## src/rtl/dnd_pkg.sv

```systemverilog
// ----------------------------------------------------------------------------
// dnd_pkg
// Shared constants, command codes and status types for the DNS name
// decompressor: message store geometry, label tags and walk commands.
// ----------------------------------------------------------------------------
package dnd_pkg;

    // Message store geometry
    localparam int PKT_BYTES = 512;
    localparam int PKT_AW    = $clog2(PKT_BYTES);
    localparam int PLEN_W    = $clog2(PKT_BYTES + 1);

    // Walk position: 14-bit offsets plus one step past the end
    localparam int POS_W     = 15;

    // Configuration port
    localparam int CFG_IDX_W = 2;
    localparam int CFG_W     = 9;
    localparam logic [CFG_IDX_W-1:0] CFG_MAX_NAME_LEN = 2'd0;
    localparam logic [CFG_IDX_W-1:0] CFG_MAX_HOPS     = 2'd1;

    localparam logic [8:0] MAX_NAME_LEN_RST = 9'd256;
    localparam logic [7:0] MAX_HOPS_RST     = 8'd64;

    // Label byte constants
    localparam logic [1:0] TAG_PTR    = 2'b11;
    localparam logic [1:0] TAG_LABEL  = 2'b00;
    localparam logic [7:0] DOT_CHAR   = 8'h2E;

    // Result status codes
    typedef logic [1:0] t_status;
    localparam t_status ST_OK   = 2'd0;
    localparam t_status ST_LONG = 2'd1;
    localparam t_status ST_RSV  = 2'd2;
    localparam t_status ST_HOP  = 2'd3;

    // Datapath commands
    typedef logic [3:0] t_op;
    localparam t_op OP_NONE     = 4'd0;
    localparam t_op OP_LOAD     = 4'd1;
    localparam t_op OP_START    = 4'd2;
    localparam t_op OP_RD       = 4'd3;
    localparam t_op OP_RD1      = 4'd4;
    localparam t_op OP_PTR_HEAD = 4'd5;
    localparam t_op OP_PTR_ZERO = 4'd6;
    localparam t_op OP_PTR_SET  = 4'd7;
    localparam t_op OP_END_OK   = 4'd8;
    localparam t_op OP_ERR_HOP  = 4'd9;
    localparam t_op OP_ERR_RSV  = 4'd10;
    localparam t_op OP_ERR_LONG = 4'd11;
    localparam t_op OP_LABEL    = 4'd12;
    localparam t_op OP_DOT      = 4'd13;
    localparam t_op OP_TEXT     = 4'd14;
    localparam t_op OP_FINISH   = 4'd15;

    // Datapath flags seen by the controller
    typedef struct packed {
        logic pos_in;      // walk position inside the message
        logic pos1_in;     // position plus one inside the message
        logic hd_zero;     // header byte is the root label
        logic hd_ptr;      // header byte is a compression pointer
        logic hd_rsv;      // header byte has a reserved type
        logic hop_over;    // pointer budget used up
        logic too_long;    // label would overflow the name buffer
        logic cnt_zero;    // label text exhausted
        logic len_nz;      // name text already holds a label
        logic can_append;  // chunk has room or can spill now
        logic out_free;    // output register can take a chunk
    } t_stat;

endpackage

```

## src/rtl/dnd_ctrl.sv

```systemverilog
// ----------------------------------------------------------------------------
// dnd_ctrl
// Walk sequencer: accepts requests, steps through label headers, pointers
// and label text, and issues one datapath command per cycle, except while it waits in idle or for output room.
// ----------------------------------------------------------------------------
module dnd_ctrl (
    input  logic          i_clk,
    input  logic          i_rst_n,
    input  logic          i_in_valid,
    input  logic          i_req_type,
    input  dnd_pkg::t_stat i_stat,
    output logic          o_in_ready,
    output dnd_pkg::t_op  o_op
);

    localparam logic [3:0] S_IDLE = 4'd0;
    localparam logic [3:0] S_HRD  = 4'd1;
    localparam logic [3:0] S_HEAD = 4'd2;
    localparam logic [3:0] S_P1   = 4'd3;
    localparam logic [3:0] S_PTR  = 4'd4;
    localparam logic [3:0] S_DOT  = 4'd5;
    localparam logic [3:0] S_TRD  = 4'd6;
    localparam logic [3:0] S_TXT  = 4'd7;
    localparam logic [3:0] S_FIN  = 4'd8;

    logic [3:0] r_state;
    logic [3:0] n_state;

    assign o_in_ready = (r_state == S_IDLE);

    // Next state and command
    always_comb begin
        n_state = r_state;
        o_op    = dnd_pkg::OP_NONE;
        unique case (r_state)
            S_IDLE: begin
                if (i_in_valid) begin
                    if (i_req_type) begin
                        o_op    = dnd_pkg::OP_START;
                        n_state = S_HRD;
                    end else begin
                        o_op = dnd_pkg::OP_LOAD;
                    end
                end
            end
            S_HRD: begin
                if (!i_stat.pos_in) begin
                    o_op    = dnd_pkg::OP_END_OK;
                    n_state = S_FIN;
                end else begin
                    o_op    = dnd_pkg::OP_RD;
                    n_state = S_HEAD;
                end
            end
            S_HEAD: begin
                if (i_stat.hd_zero) begin
                    o_op    = dnd_pkg::OP_END_OK;
                    n_state = S_FIN;
                end else if (i_stat.hd_ptr) begin
                    if (i_stat.hop_over) begin
                        o_op    = dnd_pkg::OP_ERR_HOP;
                        n_state = S_FIN;
                    end else begin
                        o_op    = dnd_pkg::OP_PTR_HEAD;
                        n_state = S_P1;
                    end
                end else if (i_stat.hd_rsv) begin
                    o_op    = dnd_pkg::OP_ERR_RSV;
                    n_state = S_FIN;
                end else if (i_stat.too_long) begin
                    o_op    = dnd_pkg::OP_ERR_LONG;
                    n_state = S_FIN;
                end else begin
                    o_op    = dnd_pkg::OP_LABEL;
                    n_state = i_stat.len_nz ? S_DOT : S_TRD;
                end
            end
            S_P1: begin
                if (i_stat.pos1_in) begin
                    o_op    = dnd_pkg::OP_RD1;
                    n_state = S_PTR;
                end else begin
                    o_op    = dnd_pkg::OP_PTR_ZERO;
                    n_state = S_HRD;
                end
            end
            S_PTR: begin
                o_op    = dnd_pkg::OP_PTR_SET;
                n_state = S_HRD;
            end
            S_DOT: begin
                if (i_stat.can_append) begin
                    o_op    = dnd_pkg::OP_DOT;
                    n_state = S_TRD;
                end
            end
            S_TRD: begin
                // End of label text falls straight into the next header read
                if (!i_stat.pos_in) begin
                    o_op    = dnd_pkg::OP_END_OK;
                    n_state = S_FIN;
                end else if (i_stat.cnt_zero) begin
                    o_op    = dnd_pkg::OP_RD;
                    n_state = S_HEAD;
                end else begin
                    o_op    = dnd_pkg::OP_RD;
                    n_state = S_TXT;
                end
            end
            S_TXT: begin
                if (i_stat.can_append) begin
                    o_op    = dnd_pkg::OP_TEXT;
                    n_state = S_TRD;
                end
            end
            S_FIN: begin
                if (i_stat.out_free) begin
                    o_op    = dnd_pkg::OP_FINISH;
                    n_state = S_IDLE;
                end
            end
            default: begin
                n_state = S_IDLE;
            end
        endcase
    end

    // State register
    always_ff @(posedge i_clk) begin
        if (!i_rst_n) begin
            r_state <= S_IDLE;
        end else begin
            r_state <= n_state;
        end
    end

endmodule

```

## config.mk

```make
export PLATFORM = sky130hd
export DESIGN_NAME = dnd_ctrl
export DESIGN_NICKNAME = d
export VERILOG_FILES = /design/src/rtl/dnd_pkg.sv /design/src/rtl/dnd_ctrl.sv
export SDC_FILE = /design/constraint.sdc
export NUM_CORES = 1
export LEC_CHECK = 0
export BUFFER_PORTS_ARGS = -buffer_cell sky130_fd_sc_hd__clkbuf_2
export CAP_MARGIN = 10
export CORE_MARGIN = 1
export CORE_UTILIZATION = 33
export CTS_BUF_LIST = sky130_fd_sc_hd__clkbuf_16
export DETAILED_ROUTE_END_ITERATION = 10
export GPL_TIMING_DRIVEN = 0
export PLACE_DENSITY = 0.64
export SLEW_MARGIN = 0
export SYNTH_ARGS = -nofsm -noshare
export SYNTH_HDL_FRONTEND = slang
export SYNTH_SLANG_ARGS = --single-unit
export TNS_END_PERCENT = 1
```

## constraint.sdc

```tcl
create_clock -name i_clk -period 1.7 [get_ports i_clk]
set_input_delay 0.255 -clock i_clk [delete_from_list [all_inputs] [get_ports i_clk]]
set_output_delay 0.255 -clock i_clk [all_outputs]
set_load 0.005 [all_outputs]
```

==> impl_results.md <==
* Longest Clk Path Bufs at 2
* Fraction of layout cells with a size suffix above 1 at between 40% and 50%
* Synth top area cells: dfxtp_1, nand3b_1, a21oi_1
* Gate power share at between 30% and 40%
* Worst Skew at approximately 0.000027 ns
* CP top delay family: simple AND/OR/NAND/NOR gates
* Drt pass-1 iters at 2
* Mapped Avg Cell Area at 7.58 um^2
* Final worst slack at -0.230 ns
* Dpl ws at -0.107 ns
* Vias in the first global route at approximately 660
* Synth area leader: dfxtp_1
* Fin nets at approximately 110
* Failing checks: setup timing
* Sw Pwr at around 0.18 mW
* Largest register FFs at 4
* Post-synthesis adder-cell area fraction at 0%
* Synth Warn # at 0
* Largest net degree at the start of global routing at 11
* Number of buffers added on ports at 19
* Post-synthesis simple-gate area fraction at between 30% and 40%
* Post-DP HPWL at 1130 um
* Max VDD drop at ~0.00055 V
* Area Overhead vs Synth at 50.9%
* Int Pwr at approximately 0.51 mW
* Die height at around 42 um
* Combinational family with the most area after synthesis: compound AO/OA/AOI/OAI gates
* Biggest register: r_state
* RSZ-0062 raised after global routing: true
* Cell Pwr Density at between 800 and 900 nW/um^2
* CP max FO at 3
* Worst Tran Pin Value at 0.800 ns
* Post-Place Cells at approximately 110
* Worst EP required at between 1 and 1.5 ns
* DR iter-0 viols at 14
* Vias per inst at ~6.0
* Startpoint types: flop
* Post-Syn Instances at 70
* Setup CP Type: reg2out
* Top-count cell post-synth: nor2_1
* Max Freq at 0.518 GHz
* Initial Utilization at 35.2%
* IO Count at 20
* Vias at around 680
* Cell chain of the critical path: buf_6 > or4b_4 > nor4_4 > a31oi_1 > nand3_1 > clkbuf_2
* Syn Nets at 85
* Sw frac at roughly a quarter
* Site Rows at 14
* Clk pwr share at 51.5%
* Crit path buf inv count at 2
* Crit. End Element: output port
* Synth async-reset ratio at 0%
* Register area share after synthesis at 15.1%
* Leak Pwr at between 0.3 and 0.4 nW
* Reg clk slew, reported paths at ~0.03 ns
* Xor and xnor area share after synthesis at 0%
* Compound-cell area share of the yosys netlist at between 30% and 40%
* CP peak stage delay at ~0.52 ns
* Chip Width at approximately 42 um
* Final Critical Period at around 1.9 ns
* Total global-route track usage at between 20% and 30%
* ANT cells at 0
* DIE AREA at about 1800 um^2
* Slew margin rel. at ~46%
* Core area at around 1500 um^2
* HP Class: in2reg
* CTS Root Cell: clkbuf_16
* DR WL/cell at approximately 15 um
* Critical path's slowest cell: or4b_4
* Final WL at between 1500 and 2000 um
* Yosys reg bits at 4
* Period Utilization, post-route at 114%
* Finished Layout Cells at roughly 110
* Unique masters post-synth at 41
* Fillers at 140
* Post-synth top area share at 15.1%
* Setup violators final at 4
* ANT nets after route at 0
* Worst-Skew Late Latency at around 0.22 ns
* Top flop regs: r_state (4)
* Clock buffers created by TritonCTS at 3
* Setup slack, reg-to-reg at between 0.15 and 0.2 ns
* CTS tree: done
* Top FF cell, synth: dfxtp_1
* Fin. Hold Viols at 0
* Slew Limit Fails at 0
* Mux contribution to synthesized area at 0%
* Initial antenna violation count at 0
* H-tree depth at 1
* Data arrival, critical path at 1.68 ns
* Netlist Area Pre-Place at roughly 530 um^2
* First-pass GRT wire length at 2780 um
* Max Cap Violations at 0
* DRC at 0
* Clock Sinks at 4
* Grt total ovfl at 0
* RD Place Congestion at ~0.9
* Share of power burned in registers at between 15 and 20%
* Number of synthesized flops with an enable pin at 0
* Status: finished, violations left
* Synth top cells by count: nor2_1, a21oi_1, dfxtp_1, nand3b_1
[metal layers]
layer	routed length [um]	up-vias	global-route usage (%)
li1	-	337	-
met1	732	321	24.2
met2	856	13	34.7
met3	36	6	3.88
met4	46	0	12.5
met5	0	-	0
[what timing repair did]
item                       CTS  global route
gates resized for setup     10             7
hold buffers                 0             0
setup buffers                4             0
setup endpoints to repair    4             4
pin swaps                    2             0
[logic make-up after synthesis]
kind of cell | after synthesis
AND/OR/NAND/NOR | 31
AO/OA/AOI/OAI | 27
buffers and inverters | 8
flip-flops | 4
[cell usage in the layout, fill, tap and decap left out, types with 2 or more instances in the layout]
cell | synthesis | layout
inv_1 | 3 | 3
nand3b_1 | 4 | 4
clkbuf_16 | 0 | 3
a21oi_1 | 5 | 5
a21o_1 | 2 | 2
dfxtp_2 | 0 | 4
buf_6 | 1 | 2
nor3_1 | 3 | 3
clkbuf_2 | 0 | 20
buf_4 | 0 | 5
or3_1 | 2 | 2
nor2_2 | 0 | 2
nand2b_1 | 3 | 3
nor2_1 | 6 | 4
nand2_1 | 3 | 3
o21ai_1 | 2 | 2
[power groups by stage]
stage	clock network [mW]	logic, mW	registers [mW]
after detailed placement	0	0.191	0.115
final	0.358	0.220	0.118
after floorplan	0	0.126	0.112
after global placement	0	0.190	0.115
after global routing	0.374	0.240	0.119
after CTS	0.365	0.212	0.116
[final cells by class]
class,instances,area (um^2),area share [%]
sequential,4,85.1,10.6
timing repair buffer,23,125,15.6
tap,16,20.0,2.50
buffer,4,35.0,4.38
multi-input combinational,58,445,55.6
clock buffer,3,75.1,9.38
inverter,4,15.0,1.88
[stage by stage]
step / hold slack (ns) / setup TNS [ns] / util (%) / area (um^2) / total power, mW
after global routing: 0.331 / -0.953 / 53.2 / 801 / 0.733
after floorplan: 0.383 / 0 / - / 531 / 0.238
after global placement: 0.554 / -0.204 / 42.9 / 646 / 0.305
after detailed placement: 0.558 / -0.233 / 42.9 / 646 / 0.306
final: 0.331 / -0.674 / 53.2 / 801 / 0.695
after CTS: 0.321 / -0.685 / 52.3 / 788 / 0.693
[worst reg2reg max path: cells and delay by family (launching register included)]
| kind | cells | cell delay (ns) |
|---|---|---|
| buffers and inverters | 2 | 0.28 |
| AOI/OAI and AO/OA | 2 | 0.37 |
| DFF | 1 | 0.31 |
| and+or+nand+nor | 1 | 0.52 |
[worst paths after layout]
check                           depth (start not counted)    endpoint        from
worst max-delay path                                    6     o_op[1]  r_state[3]
worst max register to register                          5  r_state[0]  r_state[3]
worst min register to register                          3  r_state[2]  r_state[0]
worst min-delay path                                    2  r_state[3]     i_rst_n
No activity file was read; power rests on OpenSTA's default activity.
